<file path="src/lbo_pkg.sv">
// Package for the line break opportunity check.
// Holds code point constants and the punctuation/whitespace class functions.
// No dependencies.
package lbo_pkg;

    localparam int unsigned CodeWidth = 32;

    typedef logic [CodeWidth-1:0] code_t;

    localparam code_t CODE_NONE       = 32'h0000_0000;
    localparam code_t CODE_SENTINEL   = 32'hFFFF_FFFF;
    localparam code_t CODE_HYPHEN     = 32'h0000_002D;
    localparam code_t CODE_SEMICOLON  = 32'h0000_003B;
    localparam code_t CODE_SLASH      = 32'h0000_002F;
    localparam code_t CODE_BAR        = 32'h0000_007C;
    localparam code_t CODE_TAB        = 32'h0000_0009;
    localparam code_t CODE_CR         = 32'h0000_000D;
    localparam code_t CODE_SPACE      = 32'h0000_0020;
    localparam code_t CODE_IDEO_STOP  = 32'h0000_3002;
    localparam code_t CODE_FW_COMMA   = 32'h0000_FF0C;
    localparam code_t HANGUL_JAMO_LO  = 32'h0000_1100;
    localparam code_t HANGUL_JAMO_HI  = 32'h0000_11FF;
    localparam code_t CJK_LO          = 32'h0000_3000;
    localparam code_t CJK_HI          = 32'h0000_D7AF;
    localparam code_t CJK_COMPAT_LO   = 32'h0000_F900;
    localparam code_t CJK_COMPAT_HI   = 32'h0000_FAFF;
    localparam code_t FULLWIDTH_LO    = 32'h0000_FF00;
    localparam code_t HALFWIDTH_LO    = 32'h0000_FFA0;
    localparam code_t HALFWIDTH_SPAN  = 32'h0000_003C;
    localparam code_t HALFWIDTH_HI    = HALFWIDTH_LO + HALFWIDTH_SPAN;

    function automatic logic is_space(input code_t code);
        return ((code >= CODE_TAB) && (code <= CODE_CR)) || (code == CODE_SPACE);
    endfunction

    function automatic logic is_opening(input code_t code);
        logic hit;
        case (code)
            32'h24, 32'h28, 32'h5B, 32'h5C, 32'h7B,
            32'h2018, 32'h201C, 32'h2035,
            32'h3008, 32'h300A, 32'h300C, 32'h300E, 32'h3010, 32'h3014, 32'h301D,
            32'hFE59, 32'hFE5B, 32'hFE5D,
            32'hFF04, 32'hFF08, 32'hFF3B, 32'hFF5B, 32'hFFE1, 32'hFFE5,
            32'hFFE6: hit = 1'b1;
            default:  hit = 1'b0;
        endcase
        return hit;
    endfunction

    function automatic logic is_closing(input code_t code);
        logic hit;
        case (code)
            32'h21, 32'h25, 32'h29, 32'h2C, 32'h2E, 32'h3A, 32'h3B, 32'h3F,
            32'h5D, 32'h7D, 32'hB0, 32'hB7,
            32'h2013, 32'h2014, 32'h2019, 32'h201D, 32'h2022, 32'h2026, 32'h2027,
            32'h2032, 32'h2033, 32'h2103,
            32'h3001, 32'h3002, 32'h3009, 32'h300B, 32'h300D, 32'h300F,
            32'h3011, 32'h3015, 32'h301E, 32'h30FC,
            32'hFE30, 32'hFE50, 32'hFE51, 32'hFE52, 32'hFE54, 32'hFE55,
            32'hFE56, 32'hFE57, 32'hFE5A, 32'hFE5C, 32'hFE5E,
            32'hFF01, 32'hFF05, 32'hFF09, 32'hFF0C, 32'hFF0E, 32'hFF1A,
            32'hFF1B, 32'hFF1F, 32'hFF3D, 32'hFF5D, 32'hFF70, 32'hFF9E,
            32'hFF9F, 32'hFFE0: hit = 1'b1;
            default:            hit = 1'b0;
        endcase
        return hit;
    endfunction

    function automatic logic in_range(input code_t code, input code_t lo, input code_t hi);
        return (code >= lo) && (code <= hi);
    endfunction

endpackage

</file>
<file path="src/lbo_classify.sv">
// Combinational break decision for one pair of code points.
// Depends on lbo_pkg for constants and class functions.
module lbo_classify (
    input  lbo_pkg::code_t current_code,
    input  lbo_pkg::code_t previous_code,
    output logic           may_break
);

    logic prev_friendly;
    logic cur_friendly;
    logic ideographic;

    assign prev_friendly = (previous_code == lbo_pkg::CODE_HYPHEN)
                        || (previous_code == lbo_pkg::CODE_SEMICOLON)
                        || (previous_code == lbo_pkg::CODE_SLASH);

    assign cur_friendly = (current_code == lbo_pkg::CODE_BAR)
                       || (current_code == lbo_pkg::CODE_SENTINEL);

    assign ideographic = (previous_code == lbo_pkg::CODE_IDEO_STOP)
        || (previous_code == lbo_pkg::CODE_FW_COMMA)
        || lbo_pkg::in_range(current_code, lbo_pkg::HANGUL_JAMO_LO, lbo_pkg::HANGUL_JAMO_HI)
        || lbo_pkg::in_range(current_code, lbo_pkg::CJK_LO, lbo_pkg::CJK_HI)
        || lbo_pkg::in_range(current_code, lbo_pkg::CJK_COMPAT_LO, lbo_pkg::CJK_COMPAT_HI)
        || lbo_pkg::in_range(current_code, lbo_pkg::FULLWIDTH_LO, lbo_pkg::HALFWIDTH_HI);

    // First matching rule decides
    always_comb
    begin
        if (previous_code == lbo_pkg::CODE_NONE)
        begin
            may_break = 1'b0;
        end
        else if (prev_friendly || cur_friendly)
        begin
            may_break = 1'b1;
        end
        else if (lbo_pkg::is_space(previous_code))
        begin
            may_break = 1'b0;
        end
        else if (lbo_pkg::is_space(current_code))
        begin
            may_break = 1'b1;
        end
        else if (lbo_pkg::is_opening(previous_code) || lbo_pkg::is_closing(current_code))
        begin
            may_break = 1'b0;
        end
        else
        begin
            may_break = ideographic;
        end
    end

endmodule

</file>
<file path="src/line_break_opportunity_check.sv">
// Top level of the line break opportunity check.
// Registers the input pair and the decision; depends on lbo_pkg and lbo_classify.
//
// Usage:
//   Raise start with a pair of code points on current_code and previous_code.
//   The word is taken at the clock edge where start is high and busy is low.
//   busy is always low: a new word can be taken in every cycle.
//   The decision passes the input register, then the result register, and
//   appears on may_break, marked by done for exactly one cycle; one result
//   per word, in order.
//   Throughput: 1 word per cycle, set by the single classify pass between
//   the input register and the result register.
//   The receiver cannot stall: it must take each result while done is high.
//   Reset (rst_n low, asynchronous) clears the valid flags of both stages;
//   words in flight are dropped and done stays low until new words arrive.
//   previous_code of zero means no previous character (no break);
//   current_code of all ones is an end sentinel (break).
module line_break_opportunity_check (
    input  logic           clk,
    input  logic           rst_n,
    input  logic           start,
    output logic           busy,
    input  lbo_pkg::code_t current_code,
    input  lbo_pkg::code_t previous_code,
    output logic           done,
    output logic           may_break
);

    logic           in_valid_reg;
    logic           in_valid_next;
    lbo_pkg::code_t cur_reg;
    lbo_pkg::code_t prev_reg;
    logic           out_valid_reg;
    logic           out_valid_next;
    logic           brk_reg;
    logic           brk_next;
    logic           accept;

    assign busy   = 1'b0;
    assign accept = start && !busy;

    assign in_valid_next  = accept;
    assign out_valid_next = in_valid_reg;

    lbo_classify u_classify (
        .current_code  (cur_reg),
        .previous_code (prev_reg),
        .may_break     (brk_next)
    );

    always_ff @(posedge clk or negedge rst_n)
    begin
        if (!rst_n)
        begin
            in_valid_reg  <= 1'b0;
            out_valid_reg <= 1'b0;
        end
        else
        begin
            in_valid_reg  <= in_valid_next;
            out_valid_reg <= out_valid_next;
        end
    end

    // Hold payload when idle
    always_ff @(posedge clk)
    begin
        if (accept)
        begin
            cur_reg  <= current_code;
            prev_reg <= previous_code;
        end
        if (in_valid_reg)
        begin
            brk_reg <= brk_next;
        end
    end

    assign done      = out_valid_reg;
    assign may_break = brk_reg;

endmodule
</file>
<file path="config.mk">
export PLATFORM = sky130hd
export DESIGN_NAME = line_break_opportunity_check
export DESIGN_NICKNAME = d
export VERILOG_FILES = /design/src/lbo_pkg.sv /design/src/lbo_classify.sv /design/src/line_break_opportunity_check.sv
export SDC_FILE = /design/constraint.sdc
export NUM_CORES = 1
export LEC_CHECK = 0
export BUFFER_PORTS_ARGS = -buffer_cell sky130_fd_sc_hd__buf_2
export CAP_MARGIN = 20
export CORE_MARGIN = 1
export CORE_UTILIZATION = 32
export CTS_BUF_LIST = sky130_fd_sc_hd__clkbuf_4
export DETAILED_ROUTE_END_ITERATION = 8
export SLEW_MARGIN = 20
export SYNTH_ARGS = -nofsm -noshare
export SYNTH_HDL_FRONTEND = slang
export SYNTH_SLANG_ARGS = --single-unit
</file>
<file path="constraint.sdc">
create_clock -name clk -period 3.8 [get_ports clk]
set_input_delay 0.19 -clock clk [delete_from_list [all_inputs] [get_ports clk]]
set_output_delay 0.19 -clock clk [all_outputs]
set_load 0.05 [all_outputs]
</file>
======== Yosys cells after proc, flatten, opt, wreduce, memory -nomap -nowiden ========
Index checks and enable logic that the tools add are counted.
word-level totals
  flip-flop bits (word level) ............. 67
  input port bits ......................... 67
  memory bits (writable) .................. 0
  memories ................................ 0
  output and inout port bits .............. 3
  bits in read-only memories .............. 0
  word-level logic and storage cells ...... 143
  latch bits .............................. 0
cells by class
  $lt $le $gt $ge ......................... 12
  reductions and logical operators ........ 21
  div/mod/pow operators ................... 0
  equality and inequality tests ........... 91
  shift-type cells ........................ 0
  multiplexer cells ....................... 14
  bitwise logic cells ..................... 0
  $mul .................................... 0
  $add $sub $neg .......................... 0
operators by type and width
  operator                                                           count
  == test 32 x 16 -> 1 bit (second input constant)                   36
  == test 32 x 14 -> 1 bit (second input constant)                   31
  == test 32 x 6 -> 1 bit (second input constant)                    15
  == test 32 x 7 -> 1 bit (second input constant)                    6
  less-or-equal comparator 32 x 16 -> 1 bit (second input constant)  3
  == test 32 x 8 -> 1 bit (second input constant)                    2
  >= comparator 32 x 16 -> 1 bit (second input constant)             2
  >= comparator 32 x 4 -> 1 bit (second input constant)              2
  less-or-equal comparator 32 x 4 -> 1 bit (second input constant)   2
  OR reduction 57 bit                                                1
  == test 32 bit (second input constant)                             1
  >= comparator 32 x 13 -> 1 bit (second input constant)             1
  >= comparator 32 x 14 -> 1 bit (second input constant)             1
  less-or-equal comparator 32 x 13 -> 1 bit (second input constant)  1
  zero test 32 bit                                                   1
  OR reduction 25 bit                                                1
  2-to-1 mux 1 bit                                                   14
  logical OR 1 bit                                                   12
  logical AND 1 bit                                                  6

======== Longest topological paths before layout ========
Gate-level depths: netlist (run 1).
  depth in word-level cells ............... 12
  depth in mapped cells ................... 9
  mapped depth without buffers ............ 7

======== Hierarchy ========
Synthesis (run 1) repeated with hierarchy kept, for this count alone.
second synthesis, totals
  cell total of the unflattened synthesis .. 278
  area, all modules ....................... 3289.4 um2
by module, submodules not included
  module                        cells each  sequential area each (um2)  area an instance (um2)  times used
  line_break_opportunity_check  69          2001.9                      2013.2                  1
  lbo_classify                  209         0.0                         1276.2                  1

======== Worst setup path before layout (run 1) ========
No wires, ideal clock.
  path kind ............................... register to register
  start point ............................. register prev_reg[7]
  end point ............................... register brk_reg, in the netlist may_break, data pin
  period minus slack after synthesis ...... 1.970 ns
  slack ................................... 1.830 ns
  arrival ................................. 1.701 ns
  required time ........................... 3.531 ns
  cell stages (with the launch flop) ...... 9
  cells stage by stage .................... edfxtp_1 -> clkbuf_2 -> or4b_2 -> a21oi_1 -> nor4_1 -> a311oi_1 -> a221oi_1 -> nand4_1 -> a32oi_1
between the ends
  cells in the longest elaborated chain, start to end .. 12
RTL lines
  item                                                   RTL line                            source
  start: declaration                                     line_break_opportunity_check.sv:32  lbo_pkg::code_t prev_reg;
  start signal: assignment                               line_break_opportunity_check.sv:71  prev_reg <= previous_code;
  == test 32 x 6 -> 1 bit, or another cell as far along  lbo_pkg.sv:38                       case (code)
  OR reduction 25 bit                                    lbo_pkg.sv:38
  2-to-1 mux 1 bit                                       lbo_pkg.sv:38
  2-to-1 mux 1 bit                                       lbo_classify.sv:42                  else if (lbo_pkg::is_space(current_code))
  2-to-1 mux 1 bit                                       lbo_classify.sv:38                  else if (lbo_pkg::is_space(previous_code))
  2-to-1 mux 1 bit                                       lbo_classify.sv:34                  else if (prev_friendly || cur_friendly)
  2-to-1 mux 1 bit                                       lbo_classify.sv:30                  if (previous_code == lbo_pkg::CODE_NONE)
  logical OR 1 bit                                       lbo_classify.sv:46                  else if (lbo_pkg::is_opening(previous_code) || lbo_pkg::is_closing(current_code))
  2-to-1 mux 1 bit                                       lbo_classify.sv:46
  2-to-1 mux 1 bit                                       lbo_classify.sv:42
  2-to-1 mux 1 bit                                       lbo_classify.sv:38
  2-to-1 mux 1 bit                                       lbo_classify.sv:34
  end signal: assignment                                 line_break_opportunity_check.sv:75  brk_reg <= brk_next;
  end: declaration                                       line_break_opportunity_check.sv:35  logic brk_reg;
Parallel ways exist; a longest one is shown, timed or not. The select of a mux whose other input is x is not followed.
A chain may end at the register's enable or synchronous reset.

======== Worst setup path in the final report (run 1) ========
  start point ............................. register prev_reg[4]
  end point ............................... register brk_reg, in the netlist may_break, data pin
Same word-level chain as after synthesis.

==> reports/results.txt, run 1 <==
Initial antenna violation count: 0
Synth top area cells: edfxtp_1 58%, nand4_1 3.5%, nor4_1 3.0%, nor3_1 2.1%, nand3_1 1.9%
Remaining DRCs: 0
Final instance area: 4560 µm²
Yosys warning count: 0
Insertion delay to the later sink of the worst-skew pair: 0.41 ns
Post-synth EDFFs: 65
Die X-Extent: 105 µm
Mapped Area: 3370 µm²
Most common cell after layout, fill and taps aside: buf_2
Outcome: complete, no violations
Pwr Total: 0.00163 W
Clk network pwr share: 29.5%
Starting Density: 32.8%
Sequential Power Share: 58.7%
Internal power: 0.00119 W
Startpoint Class: flip-flop
Seq/Total Area, Yosys: 59.4%
Inst Count DP: 471
CTS sink cnt: 67
Final GP Congestion: 0.814
GR Util All Layers: 15.0%
Pins Over Slew Limit: 0
Skew final: 0.0170 ns
Clk root buf: clkbuf_4
Setup violators final: 0
Area growth syn-to-layout: 35.2%
Most frequent cells in the layout: 68 x buf_2, 65 x edfxtp_1, 65 x dlygate4sd3_1
Largest net degree at the start of global routing: 37
# port buffers: 68
WP data arrival: 2.63 ns
Synth unique cells: 58
DRT iter0 DRCs: 197
TritonRoute pass-1 iters: 4
RSZ-0062 raised after global routing: no
Core area: 10300 µm²
Peak VDD IR: 224 µV
Cells after Synth: 290
DRT antenna net count: 0
Antenna fix cells: 0
Share of post-route cells with drive strength above 1: 21.6%
Total die area: 10900 µm²
Max-Cap Viols: 0
Measured slew at the worst slew-check pin: 0.849 ns
Total setup buffers inserted after CTS: 0
First-pass GRT wire length: 13000 µm
Place WS: 1.44 ns
Final Hold Viols: 0
Sw Ratio: 26.7%
Finished Layout Cells: 552
Static Leak: 1.59 nW
WL/cell: 14.4 µm
Number of buffers created by CTS: 9
Critical path type: reg2reg
Vias in the first global route: 2803
DIE HEIGHT: 105 µm
Hold Path Class: in2async
# IOs: 70
Clk slew on worst S/H paths: 0.13 ns
Tmin final: 2.36 ns
DR vias/cell: 5.19
Placed Area: 3760 µm²
Area leader, netlist: edfxtp_1
Max Fanout on Critical Path: 13
CTS H-tree depth: 3
Row count: 37
Synthesized net count: 357
Post-Route Setup TNS: 0 ns
Fmax: 423 MHz
Clk buf depth: 2
Required @ worst endpoint: 4.07 ns
Sw Pwr: 0.000434 W
Prevailing post-synth register cell: edfxtp_1
DRT Wirelength: 7960 µm
CTS tree: built
Final Cycle Share: 62.2%
DP HPWL: 4950 µm
Final WS setup: 1.44 ns
Max-slew headroom: 43.4%
Mapped Avg Cell Area: 11.6 µm²
Async S/R FF share, synth: 2.99%
Post-synthesis register bit count: 67
Congestion Overflow GR: 0
PD cells: 357 nW/µm²
Combinational power share: 11.8%
Total Nets Final: 478
Yosys top cell area share: 57.9%
Via count: 2866
Critical Path End Type: flip-flop
cell type report:
cell class                      count  area, µm²
Clock buffer                        9       67.6
Clock inverter                      7       75.1
Fill cell                         945       5720
Inverter                            3       11.3
Multi-Input combinational cell    196       1230
Sequential cell                    67       2000
Tap cell                          136        170
Timing Repair Buffer              134        998
worst max-delay path, cell delays in order (launching register included):
cell	delay (ns)
edfxtp_1	0.59
nor4_1	0.56
inv_1	0.15
a2111oi_2	0.36
nor4_1	0.13
a31oi_1	0.17
nand4_1	0.11
a32oi_1	0.16
power groups by stage:
stage               Sequential (W)  Clock [W]  Combinational, W
finish                    0.000954   0.000480          0.000192
global route              0.000966   0.000520          0.000211
CTS                       0.000953   0.000489          0.000190
detailed placement        0.000970          0          0.000138
global placement          0.000968          0          0.000137
floorplan                 0.000919          0          0.000119
cell usage after synthesis, types with 3 or more instances:
cell type / count
nor2_1: 17
nand4b_1: 3
nand2b_1: 6
nor3_1: 14
xor2_1: 3
a31oi_1: 4
clkbuf_1: 8
or3_1: 6
o21ai_0: 9
inv_1: 3
edfxtp_1: 65
nor2b_1: 7
nand2_1: 13
a21oi_1: 10
buf_4: 4
nand4_1: 19
and2_1: 3
nand3_1: 13
nor4_1: 16
buf_2: 9
nor3b_1: 5
and3b_1: 3
a221oi_1: 3
layer usage:
metal / GRT usage (%) / vias up / share of wire (%)
met5: 0 / - / 0
met4: 6.84 / 0 / 1.8
met3: 3.31 / 13 / 4.6
met2: 26.2 / 102 / 51
met1: 17.6 / 1349 / 43
li1: - / 1402 / -
metrics by stage:
stage                     util [%]  hold slack [ns]
after floorplan                  -           -0.106
after global placement        36.6          -0.0240
after detailed placement      36.6          -0.0155
after CTS                     44.3           0.0606
after global routing          44.3           0.0797
final                         44.3           0.0895
what timing repair did:
action                                 4_1_cts  5_1_grt
endpoints found under the hold margin       66        0
hold buffers                                65        0
gates resized for setup                      0        0
setup endpoints to repair                    0        0
path summary, 6_finish.rpt:
| path | startpoint | endpoint | slack, ns | cells past startpoint |
|---|---|---|---|---|
| setup / recovery | prev_reg[4] | may_break | 1.44 | 7 |
| hold / removal | rst_n | in_valid_reg | 0.09 | 2 |
| setup reg to reg | prev_reg[4] | may_break | 1.44 | 7 |
| hold reg to reg | in_valid_reg | done | 0.41 | 0 |
| max in group asynchronous | rst_n | done | 3.62 | 2 |
| min in group clk | start | in_valid_reg | 0.33 | 1 |
cells by family (layout without fill, tap and decap cells):
| group | count (synthesis) | after routing | share of synthesized area, % |
|---|---|---|---|
| xor+xnor | 4 | 4 | 1.04 |
| buf+inv | 27 | 153 | 4.05 |
| compound gates | 48 | 48 | 9.91 |
| other cells | 1 | 1 | 0.111 |
| flops | 67 | 67 | 59.4 |
| mux | 1 | 1 | 0.297 |
| simple gates | 142 | 142 | 25.2 |
No activity file was read; power rests on OpenSTA's default activity.
==> run 2, diff against run 1 <==
--- a/config.mk
+++ b/config.mk
@@ -5,6 +5,7 @@
 export SDC_FILE = /design/constraint.sdc
 export NUM_CORES = 1
 export LEC_CHECK = 0
+export ABC_AREA = 1
 export BUFFER_PORTS_ARGS = -buffer_cell sky130_fd_sc_hd__buf_2
 export CAP_MARGIN = 20
 export CORE_MARGIN = 1
==> constraint.sdc (replaced) <==
create_clock -name clk -period 2.3 [get_ports clk]
set_input_delay 0.115 -clock clk [delete_from_list [all_inputs] [get_ports clk]]
set_output_delay 0.115 -clock clk [all_outputs]
set_load 0.05 [all_outputs]
==> reports/results.txt, run 2 <==
TritonRoute pass-1 iters: 4 (unchanged)
Antenna fix cells: 0 (unchanged)
Pins Over Slew Limit: 0 (unchanged)
RSZ-0062 raised after global routing: no
Mapped Avg Cell Area: 8.72 µm² (-25%)
Starting Density: 32.8% (+0.037 points)
Final GP Congestion: 0.865 (+6.3%)
Tmin final: 1.95 ns (-0.416 ns)
Synth top area cells: edfxtp_1 58%, nand2_1 13%, nor2_1 8.1%, inv_1 4.3%, nand3_1 4.3%
Insertion delay to the later sink of the worst-skew pair: 0.41 ns (about the same)
Remaining DRCs: 0 (unchanged)
GR Util All Layers: 15.3% (+0.27 points)
First-pass GRT wire length: 13300 µm (+2.3%)
Outcome: complete, no violations
Static Leak: 2.04 nW (+29%)
Via count: 3031 (+5.8%)
Critical path type: reg2reg
Final instance area: 4710 µm² (+3.4%)
DRT Wirelength: 8090 µm (+1.5%)
Total die area: 11000 µm² (+0.11%)
Final Hold Viols: 0 (unchanged)
Startpoint Class: flip-flop
Clk slew on worst S/H paths: 0.12 ns (about the same)
Synth unique cells: 30 (-48%)
Area leader, netlist: edfxtp_1
DP HPWL: 5520 µm (+12%)
Max-Cap Viols: 0 (unchanged)
PD cells: 587 nW/µm² (+64%)
DRT antenna net count: 0 (unchanged)
Fmax: 513 MHz (+21%)
Total Nets Final: 598 (+25%)
Share of post-route cells with drive strength above 1: 17.7% (-3.9 points)
Synthesized net count: 454 (+27%)
Multi-input gate area in the final layout: 1190 µm² (-3.2%)
WP data arrival: 2.10 ns (-0.53 ns)
Hold EP: in_valid_reg
CTS sink cnt: 67 (unchanged)
Mapped Area: 3370 µm² (+0.11%)
Reg-to-Reg End: may_break
Largest net degree at the start of global routing: 66 (+78%)
HP Start: start
Hold-fix buffers, CTS: 66 (+1.5%)
Prevailing post-synth register cell: edfxtp_1
# port buffers: 68 (unchanged)
Post-synth EDFFs: 65 (unchanged)
Skew final: 0.0143 ns (-0.00273 ns)
DRT iter0 DRCs: 209 (+6.1%)
Post-CTS sizing: 0 (unchanged)
CTS H-tree depth: 3 (unchanged)
Fillcell total: 983 (+4.0%)
DIE HEIGHT: 105 µm (about the same)
Hold Path Class: in2reg
Register Area: 2000 µm² (unchanged)
Critical Path End Type: flip-flop
Required @ worst endpoint: 2.46 ns (-1.61 ns)
Core area: 10300 µm² (unchanged)
Clk buf depth: 2 (unchanged)
Top cells by count, synth: 120 x nand2_1, 73 x nor2_1, 65 x edfxtp_1, 39 x inv_1, 29 x nand3_1
DR vias/cell: 4.51 (-13%)
Yosys top cell area share: 57.8% (-0.064 points)
Reg2reg start: prev_reg[21]
Most numerous cell in the Yosys netlist: nand2_1
Vias in the first global route: 2953 (+5.4%)
FF-to-FF path depth: 10 (+3)
CTS tree: built
Post-Route Setup TNS: 0 ns (unchanged)
Die X-Extent: 105 µm (about the same)
Max Fanout on Critical Path: 3 (-10)
Final Cycle Share: 84.7% (+23 points)
Area growth syn-to-layout: 39.6%
Most common cell after layout, fill and taps aside: nand2_1
Post-synthesis register bit count: 67 (unchanged)
Row count: 37 (unchanged)
Peak VDD IR: 398 µV (+78%)
Cells after Synth: 387 (+33%)
Final WS setup: 0.351 ns (-1.08 ns)
Pwr Total: 0.00276 W (+70%)
Seq/Total Area, Yosys: 59.3% (-0.066 points)
Setup violators final: 0 (unchanged)
FF-to-FF setup slack: 0.35 ns (-1.08 ns)
WL/cell: 12.0 µm (-17%)
Hold Path Depth: 2
Number of buffers created by CTS: 9 (unchanged)
Clk root buf: clkbuf_4
Total setup buffers inserted after CTS: 0 (unchanged)
Async S/R FF share, synth: 2.99% (unchanged)
Most frequent cells in the layout: 120 x nand2_1, 73 x nor2_1, 68 x buf_2
Placed Area: 3890 µm² (+3.3%)
Congestion Overflow GR: 0 (unchanged)
Yosys warning count: 0 (unchanged)
Initial antenna violation count: 0 (unchanged)
Place WS: 0.352 ns (-1.09 ns)
# IOs: 70 (unchanged)
## run 2: cell types whose count changed in the layout (fill, tap and decap cells not counted), moves of 7 or more
cell | before | now
nor2_1 | 17 | 73
nand3_1 | 13 | 29
nor4_1 | 16 | 1
nor2b_1 | 7 | 0
nand4_1 | 19 | 10
nand2_1 | 13 | 120
inv_1 | 3 | 39
## run 2: critical path, cell delays in order, from the launching register on
cell and delay [ns]:
edfxtp_1 0.38, nor2_1 0.11, nand2_1 0.06, nor2_1 0.17
nand2_1 0.12, nor3_1 0.34, nand2_1 0.15, o21ai_0 0.19
inv_1 0.06, nand2_1 0.07, a21oi_2 0.05
## run 2: power breakdown
part | internal (W) | leakage [nW] | switching (W) | total (W)
Sequential | 0.00145 | 0.659 | 0.0000672 | 0.00151
Clock | 0.000455 | 0.0846 | 0.000431 | 0.000886
Combinational | 0.000176 | 1.30 | 0.000190 | 0.000366
Total | 0.00208 | 2.04 | 0.000688 | 0.00276
## run 2: per-stage QoR
stage | cells | util (%) | hold WS (ns)
floorplan | 387 | - | -0.181
global placement | 590 | 37.8 | -0.0904
detailed placement | 590 | 37.8 | -0.0947
CTS | 672 | 45.8 | 0.102
global route | 672 | 45.8 | 0.100
finish | 672 | 45.8 | 0.138
## run 2: cells by family (layout without fill, tap and decap cells)
kind of cell | Yosys count | after routing | share of synthesized area, %
other | 1 | 1 | 0.111
flip-flops | 67 | 67 | 59.3
AO/OA/AOI/OAI | 24 | 24 | 4.23
buffers and inverters | 45 | 194 | 5.34
AND/OR/NAND/NOR | 250 | 250 | 31.0
## run 2: final cells by class
cell class / instances / share of cell area, %
well taps: 136 / 3.61
clock buffers: 10 / 1.59
multi-input cells: 275 / 25.3
clock inverters: 6 / 1.89
repair buffers: 135 / 21.7
flip-flops and latches: 67 / 42.5
inverters: 43 / 3.43
## run 2: how the worst max path moves through the flow
stage,startpoint,to,slack [ns]
final,prev_reg[21],may_break,0.35
after global routing,prev_reg[18],may_break,0.17
after CTS,prev_reg[18],may_break,0.32
after detailed placement,prev_reg[18],may_break,0.35
after global placement,prev_reg[18],may_break,0.33
after floorplan,cur_reg[6],may_break,0.62
## run 2: per-layer routing
metal	global-route usage [%]	routed length (µm)	up-vias
met1	18.3	3640	1363
met3	3.37	303	14
met2	27.0	4010	81
met4	5.23	137	0
li1	-	-	1573
met5	0	0	-
